<file path="src/rtl/tba_pkg.sv">
// Types, constants and codes of the tagged block allocator.
package tba_pkg;

    localparam int NUM_BLOCKS    = 256;
    localparam int LOGICAL_SPACE = 1024;

    localparam int IDX_W  = $clog2(NUM_BLOCKS);
    localparam int TAG_W  = $clog2(LOGICAL_SPACE);
    localparam int NEXT_W = $clog2(LOGICAL_SPACE + 1);

    localparam int KIND_W   = 2;
    localparam int AMOUNT_W = 9;
    localparam int LADDR_W  = 10;
    localparam int STATUS_W = 2;
    localparam int BASE_W   = 10;
    localparam int COUNT_W  = 9;
    localparam int POOL_W   = 9;

    localparam int S_TDATA_W = ((AMOUNT_W + LADDR_W + 7) / 8) * 8;
    localparam int M_TDATA_W = ((BASE_W + COUNT_W + 7) / 8) * 8;

    localparam logic [POOL_W-1:0] POOL_RESET = POOL_W'(256);

    localparam logic [KIND_W-1:0] KIND_ALLOC = 2'd0;
    localparam logic [KIND_W-1:0] KIND_FREE  = 2'd1;
    localparam logic [KIND_W-1:0] KIND_INIT  = 2'd2;

    localparam logic [STATUS_W-1:0] STATUS_OK        = 2'd0;
    localparam logic [STATUS_W-1:0] STATUS_NO_SPACE  = 2'd1;
    localparam logic [STATUS_W-1:0] STATUS_NOT_FOUND = 2'd2;
    localparam logic [STATUS_W-1:0] STATUS_EXHAUSTED = 2'd3;

    // one entry of the block table
    typedef struct packed {
        logic             used;
        logic [TAG_W-1:0] owner;
    } cell_t;

    // controls broadcast to every cell of the chain
    typedef struct packed {
        logic shift;
        logic clear;
    } chain_ctrl_t;

    typedef enum logic [3:0] {
        S_CLEAR,
        S_IDLE,
        S_COUNT,
        S_CHECK,
        S_CLAIM,
        S_FREE_RD,
        S_FREE_CHK,
        S_FREE,
        S_RESP
    } state_t;

endpackage

</file>
<file path="src/rtl/tba_ram.sv">
// Generic single-port RAM with registered read.
module tba_ram #(
    parameter int WIDTH = 1,
    parameter int DEPTH = 2
) (
    input  logic                     clk,
    input  logic                     we,
    input  logic [$clog2(DEPTH)-1:0] addr,
    input  logic [WIDTH-1:0]         wdata,
    output logic [WIDTH-1:0]         rdata
);

    logic [WIDTH-1:0] mem_reg [DEPTH];
    logic [WIDTH-1:0] rdata_reg;

    always_ff @(posedge clk) begin
        if (we) begin
            mem_reg[addr] <= wdata;
        end
        rdata_reg <= mem_reg[addr];
    end

    assign rdata = rdata_reg;

endmodule

</file>
<file path="src/rtl/tba_cell.sv">
// One block table entry; shifts towards the head of the chain when enabled.
module tba_cell import tba_pkg::*; (
    input  logic        aclk,
    input  logic        aresetn,
    input  chain_ctrl_t ctrl,
    input  cell_t       d_in,
    output cell_t       d_out
);

    logic             used_reg;
    logic [TAG_W-1:0] owner_reg;

    always_ff @(posedge aclk) begin
        if (!aresetn) begin
            used_reg <= 1'b0;
        end else if (ctrl.clear) begin
            used_reg <= 1'b0;
        end else if (ctrl.shift) begin
            used_reg <= d_in.used;
        end
    end

    // tag only matters while the entry is used
    always_ff @(posedge aclk) begin
        if (ctrl.shift) begin
            owner_reg <= d_in.owner;
        end
    end

    assign d_out = '{used: used_reg, owner: owner_reg};

endmodule

</file>
<file path="src/rtl/tba_ctrl.sv">
// Sequencer: request decode, table passes, valid-bit RAM access and result register.
module tba_ctrl import tba_pkg::*; (
    input  logic                aclk,
    input  logic                aresetn,
    input  logic                cfg_valid,
    output logic                cfg_ready,
    input  logic [POOL_W-1:0]   cfg_data,
    input  logic                in_valid,
    output logic                in_ready,
    input  logic [KIND_W-1:0]   in_kind,
    input  logic [AMOUNT_W-1:0] in_amount,
    input  logic [LADDR_W-1:0]  in_laddr,
    output logic                out_valid,
    input  logic                out_ready,
    output logic [STATUS_W-1:0] out_status,
    output logic [BASE_W-1:0]   out_base,
    output logic [COUNT_W-1:0]  out_count,
    output chain_ctrl_t         chain_ctrl,
    input  cell_t               head,
    output cell_t               tail,
    output logic                ram_we,
    output logic [TAG_W-1:0]    ram_addr,
    output logic [0:0]          ram_wdata,
    input  logic [0:0]          ram_rdata
);

    state_t state_reg, state_next;

    logic [POOL_W-1:0]   pool_reg,       pool_next;
    logic [AMOUNT_W-1:0] amount_reg,     amount_next;
    logic [LADDR_W-1:0]  laddr_reg,      laddr_next;
    logic [NEXT_W-1:0]   next_addr_reg,  next_addr_next;
    logic [IDX_W-1:0]    scan_reg,       scan_next;
    logic [COUNT_W-1:0]  tally_reg,      tally_next;
    logic [TAG_W-1:0]    clr_reg,        clr_next;
    logic                clr_resp_reg,   clr_resp_next;
    logic [STATUS_W-1:0] res_status_reg, res_status_next;
    logic [BASE_W-1:0]   res_base_reg,   res_base_next;
    logic [COUNT_W-1:0]  res_count_reg,  res_count_next;
    logic                out_valid_reg,  out_valid_next;
    logic [STATUS_W-1:0] out_status_reg, out_status_next;
    logic [BASE_W-1:0]   out_base_reg,   out_base_next;
    logic [COUNT_W-1:0]  out_count_reg,  out_count_next;

    logic accept;
    logic last_scan;
    logic last_clear;
    logic head_in_pool;
    logic short_pool;
    logic exhausted;
    logic laddr_in_range;
    logic out_free;

    assign in_ready       = (state_reg == S_IDLE);
    assign accept         = in_valid && in_ready;
    assign cfg_ready      = 1'b1;
    assign last_scan      = (scan_reg == IDX_W'(NUM_BLOCKS - 1));
    assign last_clear     = (clr_reg == TAG_W'(LOGICAL_SPACE - 1));
    // scan index equals the block number, so this also clamps to the table size
    assign head_in_pool   = (32'(scan_reg) < 32'(pool_reg));
    assign short_pool     = (tally_reg < amount_reg);
    assign exhausted      = (32'(next_addr_reg) >= LOGICAL_SPACE) ||
                            (32'(next_addr_reg) + 32'(amount_reg) > LOGICAL_SPACE);
    assign laddr_in_range = (32'(laddr_reg) < LOGICAL_SPACE);
    assign out_free       = !out_valid_reg || out_ready;

    // next state
    always_comb begin
        state_next = state_reg;
        unique case (state_reg)
            S_CLEAR: begin
                if (last_clear) begin
                    state_next = clr_resp_reg ? S_RESP : S_IDLE;
                end
            end
            S_IDLE: begin
                if (accept) begin
                    unique case (in_kind)
                        KIND_ALLOC: state_next = S_COUNT;
                        KIND_FREE:  state_next = S_FREE_RD;
                        KIND_INIT:  state_next = S_CLEAR;
                        default:    state_next = S_RESP;
                    endcase
                end
            end
            S_COUNT: begin
                if (last_scan) begin
                    state_next = S_CHECK;
                end
            end
            S_CHECK: begin
                state_next = (short_pool || exhausted) ? S_RESP : S_CLAIM;
            end
            S_CLAIM: begin
                if (last_scan) begin
                    state_next = S_RESP;
                end
            end
            S_FREE_RD: begin
                state_next = laddr_in_range ? S_FREE_CHK : S_RESP;
            end
            S_FREE_CHK: begin
                state_next = ram_rdata[0] ? S_FREE : S_RESP;
            end
            S_FREE: begin
                if (last_scan) begin
                    state_next = S_RESP;
                end
            end
            S_RESP: begin
                if (out_free) begin
                    state_next = S_IDLE;
                end
            end
            default: state_next = S_IDLE;
        endcase
    end

    // datapath and outputs
    always_comb begin
        pool_next       = cfg_valid ? cfg_data : pool_reg;
        amount_next     = amount_reg;
        laddr_next      = laddr_reg;
        next_addr_next  = next_addr_reg;
        scan_next       = scan_reg;
        tally_next      = tally_reg;
        clr_next        = clr_reg;
        clr_resp_next   = clr_resp_reg;
        res_status_next = res_status_reg;
        res_base_next   = res_base_reg;
        res_count_next  = res_count_reg;
        out_valid_next  = out_valid_reg && !out_ready;
        out_status_next = out_status_reg;
        out_base_next   = out_base_reg;
        out_count_next  = out_count_reg;
        chain_ctrl      = '{shift: 1'b0, clear: 1'b0};
        tail            = head;
        ram_we          = 1'b0;
        ram_addr        = TAG_W'(laddr_reg);
        ram_wdata       = 1'b0;

        unique case (state_reg)
            S_CLEAR: begin
                ram_we    = 1'b1;
                ram_addr  = clr_reg;
                ram_wdata = 1'b0;
                clr_next  = last_clear ? '0 : clr_reg + 1'b1;
            end
            S_IDLE: begin
                if (accept) begin
                    amount_next     = in_amount;
                    laddr_next      = in_laddr;
                    scan_next       = '0;
                    tally_next      = '0;
                    res_status_next = STATUS_OK;
                    res_base_next   = '0;
                    res_count_next  = '0;
                    if (in_kind == KIND_INIT) begin
                        chain_ctrl.clear = 1'b1;
                        next_addr_next   = '0;
                        clr_next         = '0;
                        clr_resp_next    = 1'b1;
                    end
                end
            end
            S_COUNT: begin
                chain_ctrl.shift = 1'b1;
                if (head_in_pool && !head.used && short_pool) begin
                    tally_next = tally_reg + 1'b1;
                end
                scan_next = last_scan ? '0 : scan_reg + 1'b1;
            end
            S_CHECK: begin
                tally_next = '0;
                if (short_pool) begin
                    res_status_next = STATUS_NO_SPACE;
                end else if (exhausted) begin
                    res_status_next = STATUS_EXHAUSTED;
                end else begin
                    ram_we    = 1'b1;
                    ram_addr  = TAG_W'(next_addr_reg);
                    ram_wdata = 1'b1;
                end
            end
            S_CLAIM: begin
                chain_ctrl.shift = 1'b1;
                if (head_in_pool && !head.used && short_pool) begin
                    tail.used  = 1'b1;
                    tail.owner = TAG_W'(next_addr_reg);
                    tally_next = tally_reg + 1'b1;
                end
                scan_next = last_scan ? '0 : scan_reg + 1'b1;
                if (last_scan) begin
                    res_base_next  = BASE_W'(next_addr_reg);
                    res_count_next = COUNT_W'(amount_reg);
                    next_addr_next = next_addr_reg + NEXT_W'(amount_reg);
                end
            end
            S_FREE_RD: begin
                if (!laddr_in_range) begin
                    res_status_next = STATUS_NOT_FOUND;
                end
            end
            S_FREE_CHK: begin
                if (!ram_rdata[0]) begin
                    res_status_next = STATUS_NOT_FOUND;
                end
            end
            S_FREE: begin
                chain_ctrl.shift = 1'b1;
                if (head.used && head.owner == TAG_W'(laddr_reg)) begin
                    tail.used  = 1'b0;
                    tail.owner = '0;
                    if (tally_reg != '1) begin
                        tally_next = tally_reg + 1'b1;
                    end
                end
                scan_next = last_scan ? '0 : scan_reg + 1'b1;
                if (last_scan) begin
                    ram_we         = 1'b1;
                    ram_wdata      = 1'b0;
                    res_count_next = tally_next;
                end
            end
            S_RESP: begin
                if (out_free) begin
                    out_valid_next  = 1'b1;
                    out_status_next = res_status_reg;
                    out_base_next   = res_base_reg;
                    out_count_next  = res_count_reg;
                end
            end
            default: begin
            end
        endcase
    end

    always_ff @(posedge aclk) begin
        if (!aresetn) begin
            state_reg     <= S_CLEAR;
            pool_reg      <= POOL_RESET;
            next_addr_reg <= '0;
            clr_reg       <= '0;
            clr_resp_reg  <= 1'b0;
            out_valid_reg <= 1'b0;
        end else begin
            state_reg     <= state_next;
            pool_reg      <= pool_next;
            next_addr_reg <= next_addr_next;
            clr_reg       <= clr_next;
            clr_resp_reg  <= clr_resp_next;
            out_valid_reg <= out_valid_next;
        end
    end

    always_ff @(posedge aclk) begin
        amount_reg     <= amount_next;
        laddr_reg      <= laddr_next;
        scan_reg       <= scan_next;
        tally_reg      <= tally_next;
        res_status_reg <= res_status_next;
        res_base_reg   <= res_base_next;
        res_count_reg  <= res_count_next;
        out_status_reg <= out_status_next;
        out_base_reg   <= out_base_next;
        out_count_reg  <= out_count_next;
    end

    assign out_valid  = out_valid_reg;
    assign out_status = out_status_reg;
    assign out_base   = out_base_reg;
    assign out_count  = out_count_reg;

endmodule

</file>
<file path="src/rtl/tagged_block_allocator.sv">
// Tagged block allocator: the sequencer, the rotating chain of table cells and the
// valid-bit RAM.
//
// Requests enter on the s_ channel (kind on s_tuser, amount and logical address on
// s_tdata); one result per request leaves on the m_ channel (status on m_tuser, base
// address and block count on m_tdata). pool_size is written on the cfg_ channel,
// which is always ready; write it only while no request is in flight.
// One request is worked at a time. The block table is a ring of NUM_BLOCKS cells
// that rotates one place per cycle past the sequencer while a table pass runs.
// Allocate: a count pass, a check, then a claim pass; a refused request is
// answered after the check. Free: a RAM read and check of the valid bit, then one
// pass; an address out of range or not marked valid gets no pass. Initialize: one
// write per logical address. Other kinds are answered without a table pass.
// s_tready is high again from the cycle in which the result appears.
// After reset the valid-bit RAM is swept, one write per logical address, with s_tready low.
// Results sit in an output register; while the receiver stalls, the next request
// is still taken and worked, and it waits for that register to empty.
module tagged_block_allocator import tba_pkg::*; (
    input  logic                 aclk,
    input  logic                 aresetn,
    input  logic                 cfg_valid,
    output logic                 cfg_ready,
    input  logic [POOL_W-1:0]    cfg_data,     // pool_size
    input  logic                 s_tvalid,
    output logic                 s_tready,
    input  logic [S_TDATA_W-1:0] s_tdata,      // amount, logical_addr, zero pad
    input  logic [KIND_W-1:0]    s_tuser,      // kind
    output logic                 m_tvalid,
    input  logic                 m_tready,
    output logic [M_TDATA_W-1:0] m_tdata,      // base_addr, block_count, zero pad
    output logic [STATUS_W-1:0]  m_tuser       // status
);

    chain_ctrl_t        chain_ctrl;
    cell_t              chain_bus [NUM_BLOCKS+1];
    logic               ram_we;
    logic [TAG_W-1:0]   ram_addr;
    logic [0:0]         ram_wdata;
    logic [0:0]         ram_rdata;
    logic [BASE_W-1:0]  out_base;
    logic [COUNT_W-1:0] out_count;

    tba_ctrl u_ctrl (
        .aclk       (aclk),
        .aresetn    (aresetn),
        .cfg_valid  (cfg_valid),
        .cfg_ready  (cfg_ready),
        .cfg_data   (cfg_data),
        .in_valid   (s_tvalid),
        .in_ready   (s_tready),
        .in_kind    (s_tuser),
        .in_amount  (s_tdata[AMOUNT_W-1:0]),
        .in_laddr   (s_tdata[AMOUNT_W +: LADDR_W]),
        .out_valid  (m_tvalid),
        .out_ready  (m_tready),
        .out_status (m_tuser),
        .out_base   (out_base),
        .out_count  (out_count),
        .chain_ctrl (chain_ctrl),
        .head       (chain_bus[0]),
        .tail       (chain_bus[NUM_BLOCKS]),
        .ram_we     (ram_we),
        .ram_addr   (ram_addr),
        .ram_wdata  (ram_wdata),
        .ram_rdata  (ram_rdata)
    );

    // cell k takes from cell k+1; the sequencer writes back into the tail
    for (genvar k = 0; k < NUM_BLOCKS; k++) begin : g_cell
        tba_cell u_cell (
            .aclk    (aclk),
            .aresetn (aresetn),
            .ctrl    (chain_ctrl),
            .d_in    (chain_bus[k+1]),
            .d_out   (chain_bus[k])
        );
    end

    tba_ram #(
        .WIDTH (1),
        .DEPTH (LOGICAL_SPACE)
    ) u_valid_ram (
        .clk   (aclk),
        .we    (ram_we),
        .addr  (ram_addr),
        .wdata (ram_wdata),
        .rdata (ram_rdata)
    );

    assign m_tdata = M_TDATA_W'({out_count, out_base});

endmodule

</file>
<file path="config.mk">
export PLATFORM = sky130hd
export DESIGN_NAME = tagged_block_allocator
export DESIGN_NICKNAME = d
export VERILOG_FILES = /design/src/rtl/tba_pkg.sv /design/src/rtl/tba_ram.sv /design/src/rtl/tba_cell.sv /design/src/rtl/tba_ctrl.sv /design/src/rtl/tagged_block_allocator.sv
export SDC_FILE = /design/constraint.sdc
export NUM_CORES = 2
export LEC_CHECK = 0
export ABC_AREA = 1
export BUFFER_PORTS_ARGS = -buffer_cell sky130_fd_sc_hd__buf_4
export CAP_MARGIN = 20
export CORE_ASPECT_RATIO = 1.2
export CORE_MARGIN = 2
export CORE_UTILIZATION = 40
export CTS_CLUSTER_DIAMETER = 80
export CTS_CLUSTER_SIZE = 30
export DETAILED_ROUTE_END_ITERATION = 7
export GPL_TIMING_DRIVEN = 1
export SYNTH_ARGS = -nofsm -noshare
export SYNTH_HDL_FRONTEND = slang
export SYNTH_SLANG_ARGS = --single-unit
export TNS_END_PERCENT = 20
</file>
<file path="constraint.sdc">
create_clock -name aclk -period 203.8 [get_ports aclk]
set_clock_uncertainty 0.05 [all_clocks]
set_input_delay 40.76 -clock aclk [delete_from_list [all_inputs] [get_ports aclk]]
set_output_delay 40.76 -clock aclk [all_outputs]
set_load 0.01 [all_outputs]
</file>
==> results.json <==
{
  "worst_ep_arrival_time_ns": 2.24,
  "async_flop_share_pct": 0,
  "die_w_um": 543,
  "critPathMaxFanout": 5,
  "violations": "design-rule violations",
  "setup_viol": 0,
  "ys_top_cells_by_area": "edfxtp_1 (79%), nand2_1 (8.8%), dfxtp_1 (4.2%)",
  "yosysWarnings": 0,
  "crit_type": "flip-flop to primary output",
  "fin_hold_ws_ns": 0.347,
  "coreArea_um2": 347000,
  "fmax_ghz": 0.0232,
  "cts_sinks": 3955,
  "hpwl_um": 129000,
  "ys_seq_area_share_pct": 83.0,
  "power_frac_clock_pct": 25.9,
  "p_per_area_nw_per_um2": 10.6,
  "gp_congestion": 0.782,
  "synth_cell_types": 54,
  "drive_above_1_share_pct": 5.10,
  "grt_usage_pct": 13.9,
  "placed_cell_area_um2": 145000,
  "finalCritPeriodShare_pct": 21.1,
  "avgRoutedWirePerCell_um": 17.5,
  "rows": 237,
  "combPwrFrac_pct": 17.6,
  "cts.clk_slew.worst_paths_ns": 0.11,
  "worstPathRequired_ns": 162.99,
  "antenna_found_initial": 3,
  "overflow": 0,
  "place_ws_ns": 160.32,
  "worst_pin_slew_ns": 1.18,
  "synth_area_um2": 140000,
  "place_inst": 14129,
  "rsz0062_at_grt": "false",
  "grt_pass1_wl_um": 387000,
  "intPower_mw": 1.13,
  "hold_buffers": 0,
  "post-route-util_pct": 43.4,
  "drt_drc_violations_left": 1,
  "final_area_um2": 151000,
  "drtAntennaViolNets": 0,
  "synthTopCellsByCount": "edfxtp_1 (3662), nand2_1 (3273), nor2_1 (1172)",
  "clock_tree.root_cell": "clkbuf_16",
  "grt_pass1_vias": 65955,
  "vias_per_cell": 4.85,
  "synth-edff-count": 3662,
  "clockBufferDepth": 4,
  "routed_wl_um": 253000,
  "yosys.area.top_type": "edfxtp_1",
  "syn_inst": 9811,
  "maxCapViolations": 0,
  "p_sw_share_pct": 29.0,
  "cp-start-kind": "flip-flop",
  "cts_tree": "built",
  "ios": 69,
  "slew_headroom_pct": 21.6,
  "ys.flop_type": "edfxtp_1",
  "post_cts_buffers": 0,
  "largest_register_ffs": 2560,
  "crit_path_end_kind": "primary output",
  "drt-initial-drc-count": 7281,
  "power_frac_seq_pct": 56.5,
  "power_mw": 1.59,
  "power_switching_mw": 0.461,
  "synth-seq-cells": 3955,
  "port_buffers": 57,
  "grt_max_degree": 229,
  "fin_crit_ns": 43.05,
  "synthToLayoutAreaGrowth_pct": 7.88,
  "vdd_drop_max_uv": 14.6,
  "h-tree-depth": 4,
  "status": "complete, but fails checks",
  "syn_area_per_cell_um2": 14.2,
  "hold_viol_final": 0,
  "fillCellCount": 30603,
  "die_area_um2": 354000,
  "first_pass_iters": 8,
  "fin_ws_ns": 160.75,
  "finalSetupTns_ns": 0,
  "start_util_pct": 40.2,
  "hold_path.class": "flip-flop to flip-flop",
  "die_h_um": 651,
  "insertion_delay_ns": 0.90,
  "layout.cells.non_filler": 14433,
  "ctsResizeCount": 0,
  "synth_top_cell_area_share_pct": 78.8,
  "power.leakage_nw": 50.1,
  "slew_viol_final": 0,
  "synth.most_common_cell": "edfxtp_1",
  "fin_nets": 9736,
  "vias": 69960,
  "cts-buffers-inserted": 171
}
[routing by layer]
metal / share of wire (%) / GRT usage [%]
met5: 0 / 0
met4: 2.9 / 4.03
met1: 45 / 19.3
met3: 5.0 / 1.85
met2: 47 / 22.8
[cell type report]
class / instances / area (µm²) / share of cell area, %
antenna: 2 / 5.00 / 0.00332
clock buffer: 223 / 4610 / 3.06
sequential: 3955 / 116000 / 76.9
inverter: 147 / 582 / 0.386
multi-input combinational: 5204 / 21200 / 14.1
timing repair buffer: 187 / 1880 / 1.25
tap: 4660 / 5830 / 3.87
clock inverter: 55 / 641 / 0.425
[worst paths after layout]
| kind | end | from | cells past startpoint | slack (ns) |
|---|---|---|---|---|
| max | s_tready | u_ctrl.state_reg[3] | 6 | 160.75 |
| min | g_cell[53].u_cell.owner_reg[9] | g_cell[54].u_cell.owner_reg[9] | 0 | 0.35 |
| max reg2reg | g_cell[120].u_cell.owner_reg[7] | u_ctrl.state_reg[1] | 10 | 195.93 |
| min reg2reg | g_cell[53].u_cell.owner_reg[9] | g_cell[54].u_cell.owner_reg[9] | 0 | 0.35 |
[layout by cell type, fill, tap and decap left out, types with 5 or more instances in the layout]
| cell type | n |
|---|---|
| clkbuf_16 | 177 |
| clkinv_2 | 6 |
| nor3_1 | 14 |
| edfxtp_1 | 3662 |
| clkbuf_1 | 45 |
| inv_8 | 9 |
| o21ai_1 | 9 |
| buf_4 | 157 |
| nor2_1 | 1168 |
| inv_6 | 16 |
| nand3_1 | 240 |
| nor2_4 | 9 |
| clkinv_8 | 6 |
| a21oi_1 | 317 |
| nand4_1 | 5 |
| nand2_2 | 35 |
| buf_12 | 8 |
| o21ai_0 | 42 |
| inv_1 | 137 |
| clkinv_4 | 7 |
| xnor2_1 | 5 |
| buf_16 | 17 |
| dfxtp_1 | 293 |
| and3_1 | 6 |
| o211ai_1 | 8 |
| buf_8 | 5 |
| conb_1 | 6 |
| nand2_1 | 3241 |
| xor2_1 | 8 |
| inv_2 | 5 |
| ha_1 | 29 |
| inv_12 | 5 |
[critical path: stages, from the launching register on]
cell,delay (ns)
dfxtp_1,0.34
nor2_1,0.14
inv_2,0.05
nor2_1,0.14
inv_2,0.08
nor2_1,0.34
buf_4,0.27
[logic make-up (layout without fill, tap and decap cells)]
| family | after synthesis | count (layout) | synth area share [%] |
|---|---|---|---|
| AND/OR/NAND/NOR | 4747 | 4747 | 13.2 |
| flip-flops | 3955 | 3955 | 83.0 |
| buffers and inverters | 656 | 612 | 1.93 |
| AO/OA/AOI/OAI | 408 | 408 | 1.55 |
| adder cells (fa/ha/maj) | 30 | 30 | 0.274 |
| XOR/XNOR | 13 | 13 | 0.0816 |
| other | 2 | 8 | 0.00538 |
[power by group through the flow]
stage | sequential (mW) | combinational (mW) | clock (mW)
final | 0.897 | 0.280 | 0.412
after global routing | 0.899 | 0.310 | 0.454
after CTS | 0.898 | 0.277 | 0.429
after detailed placement | 0.916 | 0.276 | 0
after global placement | 0.916 | 0.275 | 0
after floorplan | 0.962 | 0.192 | 0
(Power assumes the default switching activity.)
